===== src/sv/thp_pkg.sv =====
// Package for the timing histogram percentile block.
// Holds command codes, transaction struct types and shared constants.
package thp_pkg;

   localparam int SAMPLE_W = 24;
   localparam int VALUE_W  = 23;
   localparam int SUM_W    = 56;
   localparam int FRAC_W   = 17;
   localparam int WIDTH_W  = 16;
   localparam logic [WIDTH_W-1:0] WIDTH_RESET = 16'd100;
   localparam logic [FRAC_W-1:0]  FRAC_ONE    = 17'd65536;
   localparam logic [VALUE_W-1:0] EDGE_MAX    = 23'h7FFFFF;

   typedef enum logic [1:0] {
      CMD_CLEAR = 2'd0,
      CMD_ADD   = 2'd1,
      CMD_QUERY = 2'd2,
      CMD_NONE  = 2'd3
   } cmd_type;

   typedef struct packed {
      logic [1:0]               command;
      logic signed [SAMPLE_W-1:0] sample;
      logic [FRAC_W-1:0]        fraction;
   } req_type;

   typedef struct packed {
      logic [VALUE_W-1:0] percentile_edge;
      logic [VALUE_W-1:0] minimum;
      logic [VALUE_W-1:0] maximum;
      logic [31:0]        sample_count;
      logic [SUM_W-1:0]   sample_sum;
      logic               accepted;
   } rsp_type;

   // Classified transaction handed from front to back
   typedef struct packed {
      logic [1:0]         command;
      logic               valid_sample;
      logic [VALUE_W-1:0] value;
      logic [FRAC_W-1:0]  fraction;
   } work_type;

endpackage


===== src/sv/thp_queue.sv =====
// Short work queue between front and back of the histogram.
// Depends on thp_pkg for the work transaction type.
module thp_queue import thp_pkg::*; #(
   parameter int DEPTH = 2
) (
   input  logic     clock,
   input  logic     reset,
   input  logic     in_valid,
   output logic     in_ready,
   input  work_type in_data,
   output logic     out_valid,
   input  logic     out_ready,
   output work_type out_data
);

   localparam int AW = (DEPTH > 1) ? $clog2(DEPTH) : 1;

   work_type        slot_ff [DEPTH];
   logic [AW-1:0]   wr_ff, rd_ff;
   logic [AW:0]     cnt_ff;
   logic            do_wr, do_rd;

   assign in_ready  = cnt_ff != (AW+1)'(DEPTH);
   assign out_valid = cnt_ff != '0;
   assign out_data  = slot_ff[rd_ff];
   assign do_wr     = in_valid && in_ready;
   assign do_rd     = out_valid && out_ready;

   // Advance pointers and count
   always_ff @(posedge clock) begin
      if (reset) begin
         wr_ff  <= '0;
         rd_ff  <= '0;
         cnt_ff <= '0;
      end else begin
         if (do_wr) wr_ff <= (wr_ff == AW'(DEPTH-1)) ? '0 : wr_ff + 1'b1;
         if (do_rd) rd_ff <= (rd_ff == AW'(DEPTH-1)) ? '0 : rd_ff + 1'b1;
         cnt_ff <= cnt_ff + (AW+1)'(do_wr) - (AW+1)'(do_rd);
      end
   end

   always_ff @(posedge clock) begin
      if (do_wr) slot_ff[wr_ff] <= in_data;
   end

endmodule


===== config.mk =====
export PLATFORM = sky130hd
export DESIGN_NAME = thp_queue
export DESIGN_NICKNAME = d
export VERILOG_FILES = /design/src/sv/thp_pkg.sv /design/src/sv/thp_queue.sv
export SDC_FILE = /design/constraint.sdc
export NUM_CORES = 1
export LEC_CHECK = 0
export ABC_AREA = 1
export ABC_CLOCK_PERIOD_IN_PS = 5250
export BUFFER_PORTS_ARGS = -buffer_cell sky130_fd_sc_hd__buf_2
export CORE_UTILIZATION = 55
export CTS_BUF_LIST = sky130_fd_sc_hd__clkbuf_8
export DETAILED_ROUTE_END_ITERATION = 12
export PLACE_DENSITY = 0.83
export SYNTH_ARGS = -nofsm -noshare
export SYNTH_HDL_FRONTEND = slang
export SYNTH_SLANG_ARGS = --single-unit

===== constraint.sdc =====
create_clock -name clock -period 5.25 [get_ports clock]
set_input_delay 1.05 -clock clock [delete_from_list [all_inputs] [get_ports clock]]
set_output_delay 1.05 -clock clock [all_outputs]
set_load 0.005 [all_outputs]

==> flow_metrics.py <==
metrics = {
    "outcome": {
        "status": "finished, final reports clean",
    },
    "sta": {
        "timing.final.hold_violations": 0,
        "worstMarginPinSlew_ns": 0.694,
        "rsz0062_at_grt": "no",
        "whs_ns": 0.503,
        "finClkSkew_ns": 0.00472,
        "fmax_mhz": 315,
        "slew_headroom": 0.538,
        "setup_viol": 0,
        "finalWorstSetupSlack_ns": 2.08,
        "slew_viol_final": 0,
        "finalSetupTns_ns": 0,
        "period_needed_ns": 3.17,
        "min_period_over_period": 0.604,
    },
    "setup_path": {
        "slowest_stage": "dfxtp_2",
        "path_buf_inv": 2,
        "max_stage_delay_ns": 0.78,
        "cp_cell_sequence": "buf_4, mux2_2, buf_2",
        "critPathRequiredTime_ns": 4.20,
        "cp_max_fo": 23,
        "crit_path_end_kind": "primary output",
        "startpoint_type": "flop",
        "critPathKind": "reg -> out",
        "arrival_ns": 2.12,
        "path_delay_family": "flip-flops",
    },
    "die": {
        "die_w_um": 82.4,
        "core-area_um2": 6060,
        "row_count": 28,
        "initial_utilization": 0.586,
        "die_y_um": 82.4,
        "die-area_um2": 6780,
        "ios": 92,
    },
    "logic_synthesis": {
        "synth_nets": 218,
        "synthDistinctLibCells": 16,
        "yosys-top-cells-area": "edfxtp_1 (73%), mux2_4 (17%), dfxtp_1 (2.8%)",
        "ys_seq_elements": 91,
        "synth_top_area_frac": 0.727,
        "yosysSeqAreaShare": 0.755,
        "syn_area_per_cell_um2": 20.9,
        "yosys_warnings": 0,
        "synthesis.area_um2": 3550,
        "yosys.area.top_type": "edfxtp_1",
        "synthCells": 170,
    },
    "clock_tree": {
        "postCtsSetupBuffers": 0,
        "clock-sinks": 91,
        "cts_buffers": 9,
        "insertion_delay_ns": 0.34,
        "cts_buffer_depth": 2,
        "cts_tree": "done",
        "cts_resized": 0,
        "root_buffer": "clkbuf_8",
        "cts.clk_slew.worst_paths_ns": 0.07,
        "h-tree-depth": 3,
        "postCtsHoldBufs": 0,
    },
    "hold_path": {
        "hp-class": "reg -> reg",
    },
    "global_route": {
        "globalRouteTotalUtil": 0.160,
        "grt_max_degree": 29,
        "grt_overflow_total": 0,
        "grt_pass1_wl_mm": 7.56,
        "grt_pass1_vias": 1589,
        "grt_antenna_before_repair": 0,
    },
    "layout": {
        "area_delta_synth_final_pct": 18.8,
        "final_core_util": 0.696,
        "layout-drive-gt1-share": 0.568,
        "final_nets": 318,
        "antenna_cells": 0,
        "n_fill_cell": 404,
    },
    "drt": {
        "drtIter0Drc": 100,
        "final_antenna_net_count": 0,
        "drc": 0,
        "drt-pass1-iter-count": 4,
        "wl_per_cell_um": 14.9,
        "wl_mm": 5.19,
        "routed_via_density": 4.90,
        "via_count": 1704,
    },
    "power_and_ir_drop": {
        "p_per_area_nw_per_um2": 445,
        "vdd_drop_max_v": 0.000251,
        "leakagePower_nw": 1.69,
    },
    "place": {
        "post-dp-hpwl_mm": 3.50,
        "place.gp.congestion": 0.793,
        "dp_slack_ns": 2.41,
        "io_buffers": 91,
    },
    "job": {
        "max_cap_viol_count": 0,
    },
}
## cell type report
class | instances | area, µm² | area share
clock inverter | 5 | 47.5 | 0.0113
sequential | 91 | 2680 | 0.636
multi-input combinational | 66 | 762 | 0.181
inverter | 8 | 30.0 | 0.00712
clock buffer | 9 | 124 | 0.0294
timing repair buffer | 94 | 478 | 0.113
tap | 75 | 93.8 | 0.0222
## path summary, 6_finish.rpt
kind                            slack, ns  depth (start not counted)             end       from
worst max-delay path                 2.08                          3    out_data[31]       flop
worst min-delay path                 0.50                          2           rd_ff      rd_ff
worst max register to register       3.44                          5  slot_ff[1][42]  cnt_ff[0]
worst min register to register       0.50                          2           rd_ff      rd_ff
## worst reg2reg max path, stage by stage (launching register included)
cell,delay [ns]
dfxtp_1,0.36
inv_1,0.06
nand2_2,0.08
nand2_2,0.12
nor2_4,0.40
buf_4,0.45
## metrics by stage
step	instances	power, mW	instance area (µm²)
CTS	348	1.90	4220
finish	348	1.88	4220
detailed placement	334	1.48	4050
floorplan	170	1.34	3550
global placement	334	1.46	4050
global route	348	1.98	4220
## logic make-up (layout without fill, tap and decap cells)
family / after synthesis / after routing / share of synthesized area
flops: 91 / 91 / 0.755
mux: 43 / 43 / 0.179
simple gates: 19 / 19 / 0.0229
buf+inv: 13 / 116 / 0.0342
compound gates: 2 / 2 / 0.00282
fa+ha+maj: 1 / 1 / 0.00352
xor+xnor: 1 / 1 / 0.00247
## cell usage in the layout (no fill, tap or decap)
cell	Yosys	final
nor3_1	1	1
buf_4	0	3
nand2_1	6	6
mux2_2	3	3
dfxtp_2	0	1
nor2_2	1	1
nor2_1	8	6
buf_2	0	91
xnor2_1	1	1
clkbuf_8	0	9
bufinv_16	0	1
ha_1	1	1
dfxtp_1	5	4
nor2_4	0	2
clkinv_1	0	1
inv_1	8	9
edfxtp_1	86	86
mux2_4	40	40
nand3_1	1	1
a21oi_1	2	2
nand2_2	2	2
clkinv_2	0	2
## cells in the mapped netlist
library cell / instances
nand2_1: 6
inv_1: 8
xnor2_1: 1
mux2_2: 3
nand3_1: 1
dfxtp_1: 5
nand2_2: 2
a21oi_1: 2
buf_6: 1
ha_1: 1
nor3_1: 1
nor2_2: 1
buf_12: 4
edfxtp_1: 86
mux2_4: 40
nor2_1: 8
## metal layers
layer | vias up | GRT usage | wire length [µm] | part of all wire
met5 | - | 0 | 0 | 0
met4 | 0 | 0.0877 | 129 | 0.025
met3 | 13 | 0.0385 | 309 | 0.060
met2 | 60 | 0.274 | 2690 | 0.52
met1 | 793 | 0.185 | 2070 | 0.40
li1 | 838 | - | - | -
## sequential cells by signal, indices dropped and copies added (netlist names), named ones only
name,cells
cnt_ff,2
rd_ff,1
slot_ff,86
wr_ff,1
## where the power goes
| group | total, mW | internal (mW) | switching [mW] | leakage, nW |
|---|---|---|---|---|
| clock network | 0.420 | 0.210 | 0.210 | 0.0936 |
| registers | 0.980 | 0.921 | 0.0584 | 0.845 |
| logic | 0.476 | 0.271 | 0.204 | 0.756 |
(Power assumes the default switching activity.)
