`config.mk`:
```
export PLATFORM = sky130hd
export DESIGN_NAME = thp_front
export DESIGN_NICKNAME = d
export VERILOG_FILES = /design/src/sv/thp_pkg.sv /design/src/sv/thp_front.sv
export SDC_FILE = /design/constraint.sdc
export NUM_CORES = 1
export LEC_CHECK = 0
export BUFFER_PORTS_ARGS = -buffer_cell sky130_fd_sc_hd__buf_4
export CAP_MARGIN = 20
export CORE_ASPECT_RATIO = 2
export CORE_MARGIN = 2
export CORE_UTILIZATION = 42
export DETAILED_ROUTE_END_ITERATION = 16
export MAX_ROUTING_LAYER = met4
export PLACE_DENSITY = 0.82
export SYNTH_ARGS = -nofsm -noshare
export SYNTH_HDL_FRONTEND = slang
export SYNTH_SLANG_ARGS = --single-unit
export TNS_END_PERCENT = 20
```
`constraint.sdc`:
```
create_clock -name clock -period 3.9 [get_ports clock]
set_clock_uncertainty 0.15 [all_clocks]
set_input_delay 0.78 -clock clock [delete_from_list [all_inputs] [get_ports clock]]
set_output_delay 0.78 -clock clock [all_outputs]
set_load 0.01 [all_outputs]
```
`src/sv/thp_pkg.sv`:
```
// Package for the timing histogram percentile block.
// Holds command codes, transaction struct types and shared constants.
package thp_pkg;

   localparam int SAMPLE_W = 24;
   localparam int VALUE_W  = 23;
   localparam int SUM_W    = 56;
   localparam int FRAC_W   = 17;
   localparam int WIDTH_W  = 16;
   localparam logic [WIDTH_W-1:0] WIDTH_RESET = 16'd100;
   localparam logic [FRAC_W-1:0]  FRAC_ONE    = 17'd65536;
   localparam logic [VALUE_W-1:0] EDGE_MAX    = 23'h7FFFFF;

   typedef enum logic [1:0] {
      CMD_CLEAR = 2'd0,
      CMD_ADD   = 2'd1,
      CMD_QUERY = 2'd2,
      CMD_NONE  = 2'd3
   } cmd_type;

   typedef struct packed {
      logic [1:0]               command;
      logic signed [SAMPLE_W-1:0] sample;
      logic [FRAC_W-1:0]        fraction;
   } req_type;

   typedef struct packed {
      logic [VALUE_W-1:0] percentile_edge;
      logic [VALUE_W-1:0] minimum;
      logic [VALUE_W-1:0] maximum;
      logic [31:0]        sample_count;
      logic [SUM_W-1:0]   sample_sum;
      logic               accepted;
   } rsp_type;

   // Classified transaction handed from front to back
   typedef struct packed {
      logic [1:0]         command;
      logic               valid_sample;
      logic [VALUE_W-1:0] value;
      logic [FRAC_W-1:0]  fraction;
   } work_type;

endpackage

```
`src/sv/thp_front.sv`:
```
// Front end of the timing histogram: accepts and classifies requests.
// Depends on thp_pkg; feeds the work queue.
module thp_front import thp_pkg::*; (
   input  logic     clock,
   input  logic     reset,
   input  logic     req_push,
   output logic     req_full,
   input  req_type  req_data,
   output logic     work_valid,
   input  logic     work_ready,
   output work_type work_data
);

   logic     valid_ff, valid_in;
   work_type data_ff, data_in;

   assign req_full   = valid_ff && !work_ready;
   assign work_valid = valid_ff;
   assign work_data  = data_ff;

   // Classify command, clamp fraction, check sign
   always_comb begin
      valid_in = valid_ff;
      data_in  = data_ff;
      if (work_ready) valid_in = 1'b0;
      if (req_push && !req_full) begin
         valid_in              = 1'b1;
         data_in.command       = req_data.command;
         data_in.valid_sample  = !req_data.sample[SAMPLE_W-1];
         data_in.value         = req_data.sample[VALUE_W-1:0];
         data_in.fraction      = (req_data.fraction > FRAC_ONE) ? FRAC_ONE
                                                                : req_data.fraction;
      end
   end

   always_ff @(posedge clock) begin
      if (reset) valid_ff <= 1'b0;
      else       valid_ff <= valid_in;
      data_ff <= data_in;
   end

endmodule

```
==> results.txt <==
* Maximum number of pins on one net before global-route repair: 44
- X dimension of the die: 46.8 um
- In this run the remaining antenna-violating nets after routing total 0.
- For the finished layout, the period the worst path requires is about 2.3 ns.
- Initial Util: between 40% and 50%
* Clock latency at the later pin of the worst-skew pair: around 0.28 ns
* TritonCTS clock tree: done
* Setup violations, final: 0
- Area of the die: roughly 4200 sq um
* Count of buffer and inverter cells on the critical path: 2
* Register-to-register setup slack: 2.51 ns
* CTS resizes: 0
- The tool flagged a number of max-cap violations equal to 0.
* Most common cell after layout, fill and taps aside: sky130_fd_sc_hd__buf_4
- After clock tree synthesis, the clock-pin slew on the worst setup and hold paths is 0.07 ns.
- In the routed design, unresolved DRC markers number 0.
* Category of the critical setup timing path: input port to output port
- On the final layout, the worst hold slack is 0.491 ns.
* Row Count: 31
- Hold buffers post-CTS: 0
- Area of the mapped netlist: 1540 sq um
- RSZ-0062 raised after global routing: no
* Crit path max fanout: 3
- Die extent in y: roughly 90 um
- CTS Root Buffer Type: sky130_fd_sc_hd__clkbuf_8
- Highest ir drop seen on vdd: 0.297 mV
* Nets@finish: 217
- Total Routing Usage GR: 14.8%
* Gate count after technology mapping: 72
- For the pin with the worst max-slew slack, the measured transition is 0.350 ns.
- After global routing the overflow that remains totals 0.
* Rel. slew slack: 76.6%
- Critical path endpoint category: output port
- Final Wtd Congestion: 0.699
- Critical Path AT: 1.34 ns
- The startpoint identified for the worst hold timing path is reset.
* Share of cells above drive strength 1: 61.4%
* 1st-iter DRT viols: 8
* Pre-CTS setup slack: about 1.5 ns
* Final Worst Setup Slack: 1.63 ns
* Sum Neg Setup Slack: 0 ns
- Clock H-tree levels: 2
- Most repeated library cell on the critical path: sky130_fd_sc_hd__buf_4
* Top library cells by usage in the layout, fill and taps aside: sky130_fd_sc_hd__buf_4 (91), sky130_fd_sc_hd__edfxtp_1 (43), sky130_fd_sc_hd__nor2b_1 (16)
* Number of flip-flops and latches in the synthesized netlist: between 40 and 50
- The via count of the first global-routing pass came to 899.
- Area of the core: approximately 3600 sq um
- The layout has 256 filler cells.
* Peak clock frequency supported by timing: 0.440 GHz
- Critical Path RT: around 3 ns
- In the finished design, the share of the clock period the worst path needs comes to 58.3%.
- Post-synth cell types: 10
- Hold/Removal Path Class: input port to register
- In the routed layout, each cell is associated on average with a via count of 4.35.
* Capturing point of the worst reg2reg path: work_data[26]$_DFFE_PP_
- Leakage: approximately 1 nW
* Global-route wire length before repair: 4040 um
- DRT Pass-1 Iters: 4
- Critical path, cell by cell: buf_4 -> nor2b_1 -> buf_4
- Highest cell delay on the worst timing path: 0.27 ns
- Broken down by cell family, the worst path's largest delay share belongs to buffers and inverters.
- Drt wl/cell: roughly 13 um
* Deepest clock path buffer count: 2
* Buffers inserted by post-CTS timing repair: 0
- Final max-slew violation count: 0
- Relative to the synthesized area, the layout overhead comes to 56.8%.
* N_diodes: 0
* Total count of hold-check failures in the final report: 0
* Status: finished, final reports clean
- Counting every net in the synthesized netlist gives 119.
- Count of buffers inserted at the top-level ports: 91
- Yosys printed 0 warnings.
* Register area share after synthesis: a little under nine tenths
- Clock tree synthesis inserted a total of 5 buffers.
* Power density normalized to cell area: 416 nW/um^2
- Syn Area/Cell: ~21 sq um
- STA classifies the critical path startpoint as an input port.
- CTS Sinks: 44
- Slowest stage cell, crit path: sky130_fd_sc_hd__nor2b_1
- Worst hold endpoint: work_valid$_SDFFE_PP0P_
- Pin placement for this block handled 92 I/O pins.
* Startpoint of the lowest-slack register-to-register path: work_valid$_SDFFE_PP0P_
- Number of cells on the worst reg-to-reg path: 3
- The number of antenna violations at the first check in global routing came to 0.
- Final wirelength: 2870 um
- The worst hold path passes through 2 cells.
* Via count: 958
-- through the flow --
step	utilization, %	std cells	power [W]	instance area (sq um)
2_1_floorplan	-	72	0.000608	1540
3_5_place_dp	64.1	211	0.000695	2290
3_3_place_gp	64.1	211	0.000691	2290
6_report	67.7	220	0.00100	2410
4_1_cts	67.1	219	0.00101	2390
5_1_grt	67.7	220	0.00104	2410
-- power breakdown --
group          switching (W)  total (W)  internal [W]
clock               0.000133   0.000320      0.000186
sequential        0.00000777   0.000561      0.000553
combinational      0.0000529   0.000125     0.0000718
total               0.000194    0.00100      0.000811
-- cells in the mapped netlist --
cell type | instances | area [sq um]
sky130_fd_sc_hd__inv_1 | 2 | 7.51
sky130_fd_sc_hd__dfxtp_1 | 1 | 20.0
sky130_fd_sc_hd__nor4_2 | 2 | 25.0
sky130_fd_sc_hd__nor4_4 | 2 | 42.5
sky130_fd_sc_hd__clkbuf_1 | 1 | 3.75
sky130_fd_sc_hd__nor2b_1 | 17 | 106
sky130_fd_sc_hd__a41oi_4 | 1 | 27.5
sky130_fd_sc_hd__nor2b_2 | 1 | 8.76
sky130_fd_sc_hd__edfxtp_1 | 43 | 1290
sky130_fd_sc_hd__nor2_1 | 2 | 7.51
-- worst reg2reg max path, cell delays in order (launching register included) --
cell                      delay [ns]
sky130_fd_sc_hd__dfxtp_1        0.31
sky130_fd_sc_hd__nor2b_1        0.17
sky130_fd_sc_hd__nor2b_4        0.19
sky130_fd_sc_hd__buf_12         0.25
-- layout make-up --
type / instances / area [sq um] / area share (%)
Tap cell: 49 / 61.3 / 2.54
Multi-Input combinational cell: 25 / 225 / 9.33
Clock inverter: 3 / 37.5 / 1.55
Sequential cell: 44 / 1310 / 54.3
Timing Repair Buffer: 92 / 703 / 29.1
Clock buffer: 5 / 68.8 / 2.85
Inverter: 2 / 7.51 / 0.311
-- sequential cells by signal, indices dropped and copies added, names as in the netlist --
name and flops:
work_valid 1, work_data 43
-- kinds of logic after synthesis --
group	share of synthesized area, %
buf+inv	0.731
flops	85.1
simple gates	12.3
compound gates	1.79
-- layer usage --
layer	GRT usage, %	vias to the layer above	share of wire [%]
li1	-	466	-
met1	13.3	433	30
met2	25.3	50	58
met3	4.20	9	8.4
met4	9.60	0	3.5
met5	-	-	0
-- worst max path at each step --
stage / from / end / slack, ns / cells after the start
2_1_floorplan: work_ready / work_data[0]$_SDFFCE_PN0P_ / 0.50 / 2
3_3_place_gp: work_ready / work_data[24]$_DFFE_PP_ / 1.60 / 3
3_5_place_dp: work_ready / work_data[30]$_DFFE_PP_ / 1.54 / 3
4_1_cts: work_ready / req_full / 1.63 / 3
5_1_grt: work_ready / req_full / 1.60 / 3
6_report: work_ready / req_full / 1.63 / 3
No activity file was read; power rests on OpenSTA's default activity.
